## config.mk

```make
export PLATFORM = sky130hd
export DESIGN_NAME = cpdf_ctrl
export DESIGN_NICKNAME = d
export VERILOG_FILES = /design/src/rtl/core/cpdf_pkg.sv /design/src/rtl/core/cpdf_ctrl.sv
export SDC_FILE = /design/constraint.sdc
export NUM_CORES = 1
export LEC_CHECK = 0
export ABC_AREA = 1
export BUFFER_PORTS_ARGS = -buffer_cell sky130_fd_sc_hd__buf_4
export CAP_MARGIN = 0
export CORE_AREA = 2 2 39 41
export CTS_BUF_LIST = sky130_fd_sc_hd__clkbuf_2
export CTS_CLUSTER_DIAMETER = 150
export DETAILED_ROUTE_END_ITERATION = 6
export DIE_AREA = 0 0 41 43
export SKIP_LAST_GASP = 1
export SYNTH_ARGS = -nofsm -noshare
export SYNTH_HDL_FRONTEND = slang
export SYNTH_SLANG_ARGS = --single-unit
```

## constraint.sdc

```tcl
create_clock -name clk -period 1.87 [get_ports clk]
set_input_delay 0.374 -clock clk [delete_from_list [all_inputs] [get_ports clk]]
set_output_delay 0.374 -clock clk [all_outputs]
set_load 0.01 [all_outputs]
```

## src/rtl/core/cpdf_pkg.sv

```systemverilog
// ----------------------------------------------------------------------------
// cpdf_pkg: shared types and constants
// Sizes, controller states and the control/status bundles that pass between
// the controller and the datapath.
// ----------------------------------------------------------------------------
package cpdf_pkg;

  localparam int MAX_ROWS    = 1024;
  localparam int MAX_COLUMNS = 16;
  localparam int ROW_W       = $clog2(MAX_ROWS);
  localparam int COL_W       = $clog2(MAX_COLUMNS);
  localparam int ADDR_W      = ROW_W + COL_W;
  localparam int CELLS       = MAX_ROWS * MAX_COLUMNS;
  localparam int HASH_W      = 64;
  localparam int ROWCNT_W    = 11;
  localparam int COLCNT_W    = 5;

  localparam logic [1:0] REG_ROW_COUNT    = 2'd0;
  localparam logic [1:0] REG_COLUMN_COUNT = 2'd1;

  typedef enum logic [2:0] {
    S_IDLE,
    S_START,
    S_RD_I,
    S_CAP_I,
    S_RD_J,
    S_CMP_J,
    S_PAIR_END,
    S_REPORT
  } state_t;

  typedef struct packed {
    logic srch_init;
    logic sel_j;
    logic cap_i;
    logic cmp_j;
    logic next_i;
    logic next_pair;
  } cmd_t;

  typedef struct packed {
    logic last_cell;
    logic size_ok;
    logic stop_j;
    logic i_last;
    logic pair_last;
    logic best_valid;
  } status_t;

endpackage

```

## src/rtl/core/cpdf_ctrl.sv

```systemverilog
// ----------------------------------------------------------------------------
// cpdf_ctrl: search sequencer
// Walks column pairs, anchor rows and candidate rows, and issues datapath
// commands for each step.
// ----------------------------------------------------------------------------
module cpdf_ctrl (
  input  logic             clk,
  input  logic             rst_n,
  input  logic             accept,
  input  cpdf_pkg::status_t sts,
  output cpdf_pkg::cmd_t    cmd,
  output logic             busy,
  output logic             report
);
  import cpdf_pkg::*;

  state_t state_r, state_nxt;

  always_ff @(posedge clk) begin
    if (!rst_n) begin
      state_r <= S_IDLE;
    end else begin
      state_r <= state_nxt;
    end
  end

  always_comb begin
    state_nxt = state_r;
    case (state_r)
      S_IDLE: begin
        if (accept && sts.last_cell) state_nxt = S_START;
      end
      S_START: begin
        state_nxt = sts.size_ok ? S_RD_I : S_REPORT;
      end
      S_RD_I:  state_nxt = S_CAP_I;
      S_CAP_I: state_nxt = S_RD_J;
      S_RD_J:  state_nxt = S_CMP_J;
      S_CMP_J: begin
        if (!sts.stop_j) state_nxt = S_RD_J;
        else if (sts.i_last) state_nxt = S_PAIR_END;
        else state_nxt = S_RD_I;
      end
      S_PAIR_END: begin
        if (sts.best_valid || sts.pair_last) state_nxt = S_REPORT;
        else state_nxt = S_RD_I;
      end
      S_REPORT: state_nxt = S_IDLE;
      default:  state_nxt = S_IDLE;
    endcase
  end

  always_comb begin
    cmd    = '0;
    busy   = (state_r != S_IDLE);
    report = (state_r == S_REPORT);
    case (state_r)
      S_START: cmd.srch_init = 1'b1;
      S_CAP_I: cmd.cap_i = 1'b1;
      S_RD_J:  cmd.sel_j = 1'b1;
      S_CMP_J: begin
        cmd.cmp_j  = 1'b1;
        cmd.next_i = sts.stop_j && !sts.i_last;
      end
      S_PAIR_END: cmd.next_pair = !sts.best_valid && !sts.pair_last;
      default: cmd = '0;
    endcase
  end

endmodule

```

# Word-level counts from Yosys, hierarchy flattened
# Cells that the tools add are included.
# totals
regBits,3
elab_cells,29
output_inout_bits,8
input_bits,9
# classes
n_eq_ne,8
reduce_logical,9
muxes,11
# op_table
cell,n
$pmux W3 S8,1
$mux W3,5
$eq A3 B3 Y1 const B,4
$eq A3 B2 Y1 const B,2
$mux W1,4
$eq A3 B1 Y1 const B,1
$logic_and A1 B1 Y1,3
$logic_not A1 Y1,3
$logic_not A3 Y1,1
$reduce_bool A3 Y1,1
$mux W2,1
$ne A2 B2 Y1 const B,1
$logic_or A1 B1 Y1,1

# Logic depth before layout (Yosys ltp)
# Gate-level depths: netlist (run 1).
# depth
depth_word,3
mapped_depth,7

# Worst setup path before layout (run 1)
# No wires, ideal clock.
# synth_path
path_kind,input port to output port
startpoint,input sts[1] (netlist name)
endpoint,output cmd[0] (netlist name)
path_buffers,0
arrival_ns,0.930
required_ns,1.496
setup_slack_ns,0.566
stages,2
cell_sequence,or2_2 nor3_1
# synth_rtl
element,line_no,text
"start, declared",cpdf_ctrl.sv:10,"input cpdf_pkg::status_t sts,"
"end, declared",cpdf_ctrl.sv:11,"output cpdf_pkg::cmd_t cmd,"

==> reports/qor.yml, run 1 <==
run_status:
  status: "finished clean"
synth:
  synth_cells: 40
  synth_top_family_by_area: "simple AND/OR/NAND/NOR gates"
  yosysSeqAreaShare_pct: 26.09
  synth.distinct_cells: 13
  synth_fa_ha_area_share_pct: 0
  synth_compound_area_share_pct: 8.696
  avgSynthCellArea_sq_um: 5.756
  yosys.area_share.xor_xnor_pct: 0
  syn_nets: 49
  yosysWarnings: 0
  synth_area_leader_cell: "dfxtp_1"
  synth_top_area_share_pct: 26.09
  synthMuxAreaShare_pct: 0
  synth_top_cells_by_area: "dfxtp_1 26%, inv_1 11%, nand3_1 11%, nand2_1 8.2%, nor2_1 8.2%"
  ys_seq_elements: 3
  yosys.area_share.simple_pct: 48.91
  synth_area_sq_um: 230.2
detailed_routing:
  vias: 294
  drt_wl_total_um: 599
  wire_per_inst_um: 7.882
  drt-initial-drc-count: 1
  final_antenna_net_count: 0
  drc: 0
  vias_per_cell: 3.868
  dr.pass1.iters: 2
cts:
  clk_latency_ns: 0.20
  clockBufferDepth: 2
  clock_sinks: 3
  cts_resized: 0
  cts_inserted_buffers: 3
  clk_pin_slew_ns: 0.04
  ctsHoldBuffers: 0
  post-cts-setup-buffers: 0
  root_buffer: "clkbuf_2"
  cts_max_level: 1
  cts_tree: "yes"
layout:
  fin_area_sq_um: 390.4
  final_cell_mix: "16 x buf_4, 7 x inv_1, 5 x nand2_1, 5 x nand3_1, 5 x nor2_1"
  nets: 70
  reg_top3: "state_r: 3 flops"
  largest_reg_flops: 3
  fillers: 159
  final_common_cell: "buf_4"
  top_register: "state_r"
  drive_gt1_share_pct: 46.67
  area_growth_pct: 69.56
  insertedDiodeCount: 0
sta:
  max_slew_margin_pct: 85.86
  fin_skew_ns: 0.002596
  layout_min_cycle_time_ns: 1.505
  rsz0062_at_grt: "false"
  setup_viol: 0
  hold_viol_final: 0
  final_max_slew_viol_count: 0
  period_share_pct: 80.50
  timing.fmax_ghz: 0.6643
  setup-tns-final_ns: 0
  worst_slack_ns: 0.3646
  worst_pin_slew_ns: 0.2105
power_and_ir_drop:
  power_leakage_nw: 0.2311
  finalPower_uw: 489.3
  pwr_density_cell_nw_per_um2: 1253
  vdd_drop_max_mv: 0.3326
worst_setup_path:
  required_ns: 1.50
  endpoint_kind: "output pin"
  path_class: "register to output pin"
  startpoint_type: "register"
  critPathMaxFanout: 7
  arrival_ns: 1.13
place:
  place_ws_ns: 0.4150
  dp_hpwl_um: 511.9
  port_buffers: 16
  place_area_sq_um: 370.4
  place_congestion: 0.7748
global_routing:
  grt_pass1_wl_um: 1014
  grt_use_total_pct: 8.425
  antenna_found_initial: 0
  grt_pass1_vias: 268
  grt_max_degree: 8
  grt-ovfl-total: 0
floorplan:
  fp-row-count: 14
  die_area_sq_um: 1763
  die_width_um: 41
  ios: 17
  die_h_um: 43
  start_util_pct: 16.64
  core-area_sq_um: 1384
flow_run:
  maxCapViolCount: 0
hold_path:
  min_path_type: "input port to register"
## power by group
part	total, mW	switching (mW)	internal, mW
sequential	0.128	0.0358	0.0918
combinational	0.273	0.154	0.119
clock	0.0890	0.0326	0.0564
## Yosys cell counts
cell type  number
o21ai_0         3
or2_2           1
nand3_1         5
nand3_2         1
a21oi_1         1
inv_2           3
nand2_2         1
nor2_2          2
nor3_1          3
dfxtp_1         3
nand2_1         5
inv_1           7
nor2_1          5
## stage by stage
step	util [%]	hold slack, ns	cells
3_3_place_gp	26.76	0.5786	72
4_1_cts	28.21	0.3991	76
2_1_floorplan	-	0.5055	40
5_1_grt	28.21	0.4339	76
3_5_place_dp	26.76	0.5819	72
6_report	28.21	0.4088	76
## critical path: stages (launching register included)
cell and delay [ns]:
dfxtp_1 0.42, inv_2 0.11, nor3_1 0.24, buf_4 0.17
## worst paths after layout
path / startpoint / to / slack [ns] / depth (start not counted)
worst min-delay path: rst_n / state_r[2]$_SDFFE_PN0P_ / 0.41 / 3
worst max register to register: state_r[0]$_SDFFE_PN0P_ / state_r[0]$_SDFFE_PN0P_ / 0.90 / 6
worst max-delay path: state_r[2]$_SDFFE_PN0P_ / cmd[0] / 0.36 / 3
worst min register to register: state_r[1]$_SDFFE_PN0P_ / state_r[1]$_SDFFE_PN0P_ / 0.59 / 2
## kinds of logic (layout without fill, tap and decap cells)
| logic type | after synthesis | after routing |
|---|---|---|
| AO/OA/AOI/OAI | 4 | 4 |
| buffers and inverters | 10 | 30 |
| AND/OR/NAND/NOR | 23 | 23 |
| flip-flops | 3 | 3 |
## layer usage
layer  track usage (%)  vias to the layer above  wire length (um)  part of all wire (%)
li1                  -                      164                 -                     -
met1             8.654                      122               222                    37
met2             14.06                        8               342                    57
met3             3.141                        0                34                   5.7
met4             4.000                        0                 0                     0
met5                 0                        -                 0                     0
## area by class of cell
cell class | count | area (sq um) | area share [%]
Timing Repair Buffer | 16 | 120.1 | 30.77
Clock buffer | 4 | 20.02 | 5.128
Sequential cell | 3 | 60.06 | 15.38
Inverter | 10 | 37.54 | 9.615
Tap cell | 16 | 20.02 | 5.128
Multi-Input combinational cell | 27 | 132.6 | 33.97
Power figures use the tool's default switching activity.
==> run 2, diff against run 1 <==
==> constraint.sdc (replaced) <==
create_clock -name clk -period 1.4 [get_ports clk]
set_input_delay 0.28 -clock clk [delete_from_list [all_inputs] [get_ports clk]]
set_output_delay 0.28 -clock clk [all_outputs]
set_load 0.01 [all_outputs]
==> reports/qor.yml, run 2 (same netlist as run 1, synthesis figures left out) <==
detailed_routing:
  vias_per_cell: 3.882  # +0.34%
  drt-initial-drc-count: 0  # -1
  drt_wl_total_um: 605  # +1.0%
  wire_per_inst_um: 7.961  # +1.0%
  final_antenna_net_count: 0  # unchanged
  vias: 295  # +0.34%
  drc: 0  # unchanged
  dr.pass1.iters: 1  # -1
layout:
  fin_area_sq_um: 404.1  # +3.5%
  top_register: "state_r"
  insertedDiodeCount: 0  # unchanged
  drive_gt1_share_pct: 53.33  # +6.7 points
  reg_top3: "state_r: 3 flops"
  area_growth_pct: 75.54
  nets: 70  # unchanged
  fillers: 159  # unchanged
  final_common_cell: "buf_4"
  final_cell_mix: "16 x buf_4, 7 x inv_1, 5 x nand2_1, 5 x nand3_1, 5 x nor2_1"
  largest_reg_flops: 3  # unchanged
worst_setup_path:
  endpoint_kind: "output pin"
  startpoint_type: "register"
  critPathMaxFanout: 6  # -1
  arrival_ns: 1.01  # -0.12 ns
  required_ns: 1.12  # -0.38 ns
  path_class: "register to output pin"
cts:
  cts_inserted_buffers: 3  # unchanged
  ctsHoldBuffers: 0  # unchanged
  root_buffer: "clkbuf_2"
  cts_tree: "yes"
  clk_pin_slew_ns: 0.04  # about the same
  clockBufferDepth: 2  # unchanged
  cts_max_level: 1  # unchanged
  clk_latency_ns: 0.20  # about the same
  clock_sinks: 3  # unchanged
sta:
  setup_viol: 0  # unchanged
  fin_skew_ns: 0.003071  # +0.0004750 ns
  timing.fmax_ghz: 0.7772
  layout_min_cycle_time_ns: 1.287
  period_share_pct: 91.90
  max_slew_margin_pct: 89.00  # +3.1 points
  rsz0062_at_grt: "false"
  final_max_slew_viol_count: 0  # unchanged
  worst_pin_slew_ns: 0.1632  # -0.04724 ns
  hold_viol_final: 0  # unchanged
  worst_slack_ns: 0.1134  # -0.2512 ns
place:
  port_buffers: 16  # unchanged
  place_area_sq_um: 370.4  # unchanged
  place_ws_ns: 0.1330  # -0.2820 ns
  dp_hpwl_um: 511.9  # unchanged
  place_congestion: 0.7748  # unchanged
floorplan:
  start_util_pct: 16.64  # unchanged
  die_h_um: 43  # unchanged
  ios: 17  # unchanged
  die_area_sq_um: 1763  # unchanged
  fp-row-count: 14  # unchanged
  core-area_sq_um: 1384  # unchanged
  die_width_um: 41  # unchanged
run_status:
  status: "finished clean"
power_and_ir_drop:
  pwr_density_cell_nw_per_um2: 1684  # +34%
  power_leakage_nw: 0.2331  # +0.86%
  vdd_drop_max_mv: 0.4691  # +41%
global_routing:
  grt_pass1_wl_um: 1014  # unchanged
  antenna_found_initial: 0  # unchanged
  grt_use_total_pct: 8.425  # unchanged
  grt_pass1_vias: 268  # unchanged
  grt_max_degree: 8  # unchanged
  grt-ovfl-total: 0  # unchanged
hold_path:
  min_path_type: "input port to register"
flow_run:
  maxCapViolCount: 0  # unchanged
[run 2: cell counts in the layout (fill, tap and decap cells not counted)]
Identical to the previous run, type by type.
[run 2: critical path, cell delays in order (launching register included)]
cell and delay, ns:
dfxtp_2 0.34, inv_2 0.07, nor2_4 0.11, nand2_1 0.08, nor2_1 0.08, buf_4 0.12
[run 2: final timing paths]
| kind | slack (ns) | cells after the start | start | to |
|---|---|---|---|---|
| worst max-delay path | 0.11 | 5 | state_r[0]$_SDFFE_PN0P_ | cmd[1] |
| worst min-delay path | 0.31 | 3 | rst_n | state_r[2]$_SDFFE_PN0P_ |
| worst max register to register | 0.45 | 7 | state_r[0]$_SDFFE_PN0P_ | state_r[0]$_SDFFE_PN0P_ |
| worst min register to register | 0.57 | 2 | state_r[1]$_SDFFE_PN0P_ | state_r[1]$_SDFFE_PN0P_ |
[run 2: area by class of cell]
| class | instances | area, sq um | share of cell area, % |
|---|---|---|---|
| Multi-Input combinational cell | 27 | 142.6 | 35.29 |
| Inverter | 10 | 37.54 | 9.288 |
| Clock buffer | 4 | 20.02 | 4.954 |
| Tap cell | 16 | 20.02 | 4.954 |
| Timing Repair Buffer | 16 | 120.1 | 29.72 |
| Sequential cell | 3 | 63.81 | 15.79 |
[run 2: metal layers]
layer	wire length [um]	track usage, %	vias to the layer above	part of all wire (%)
met5	0	0	-	0
met4	0	4.000	0	0
met3	35	3.141	0	5.8
met2	352	14.06	8	58
met1	218	8.654	123	36
li1	-	-	164	-
[run 2: report_power, final]
part / leakage, nW / internal [mW] / switching [mW]
Clock: 0.0166 / 0.0754 / 0.0437
Sequential: 0.0258 / 0.131 / 0.0518
Combinational: 0.191 / 0.164 / 0.215
[run 2: repair_timing]
action | in CTS | in global routing
gates resized for setup | 0 | 5
setup buffers | 0 | 0
setup endpoints to repair | 1 | 5
pin swaps | 0 | 1
[run 2: stage by stage]
step	TNS (ns)	hold slack (ns)	power, mW	instances	util [%]
global placement	0	0.5284	0.5374	72	26.76
finish	0	0.3142	0.6806	76	29.20
global route	0	0.3325	0.7557	76	29.20
detailed placement	0	0.5285	0.5423	72	26.76
CTS	-0.009528	0.3051	0.6699	76	28.21
floorplan	0	0.4115	0.3914	40	-
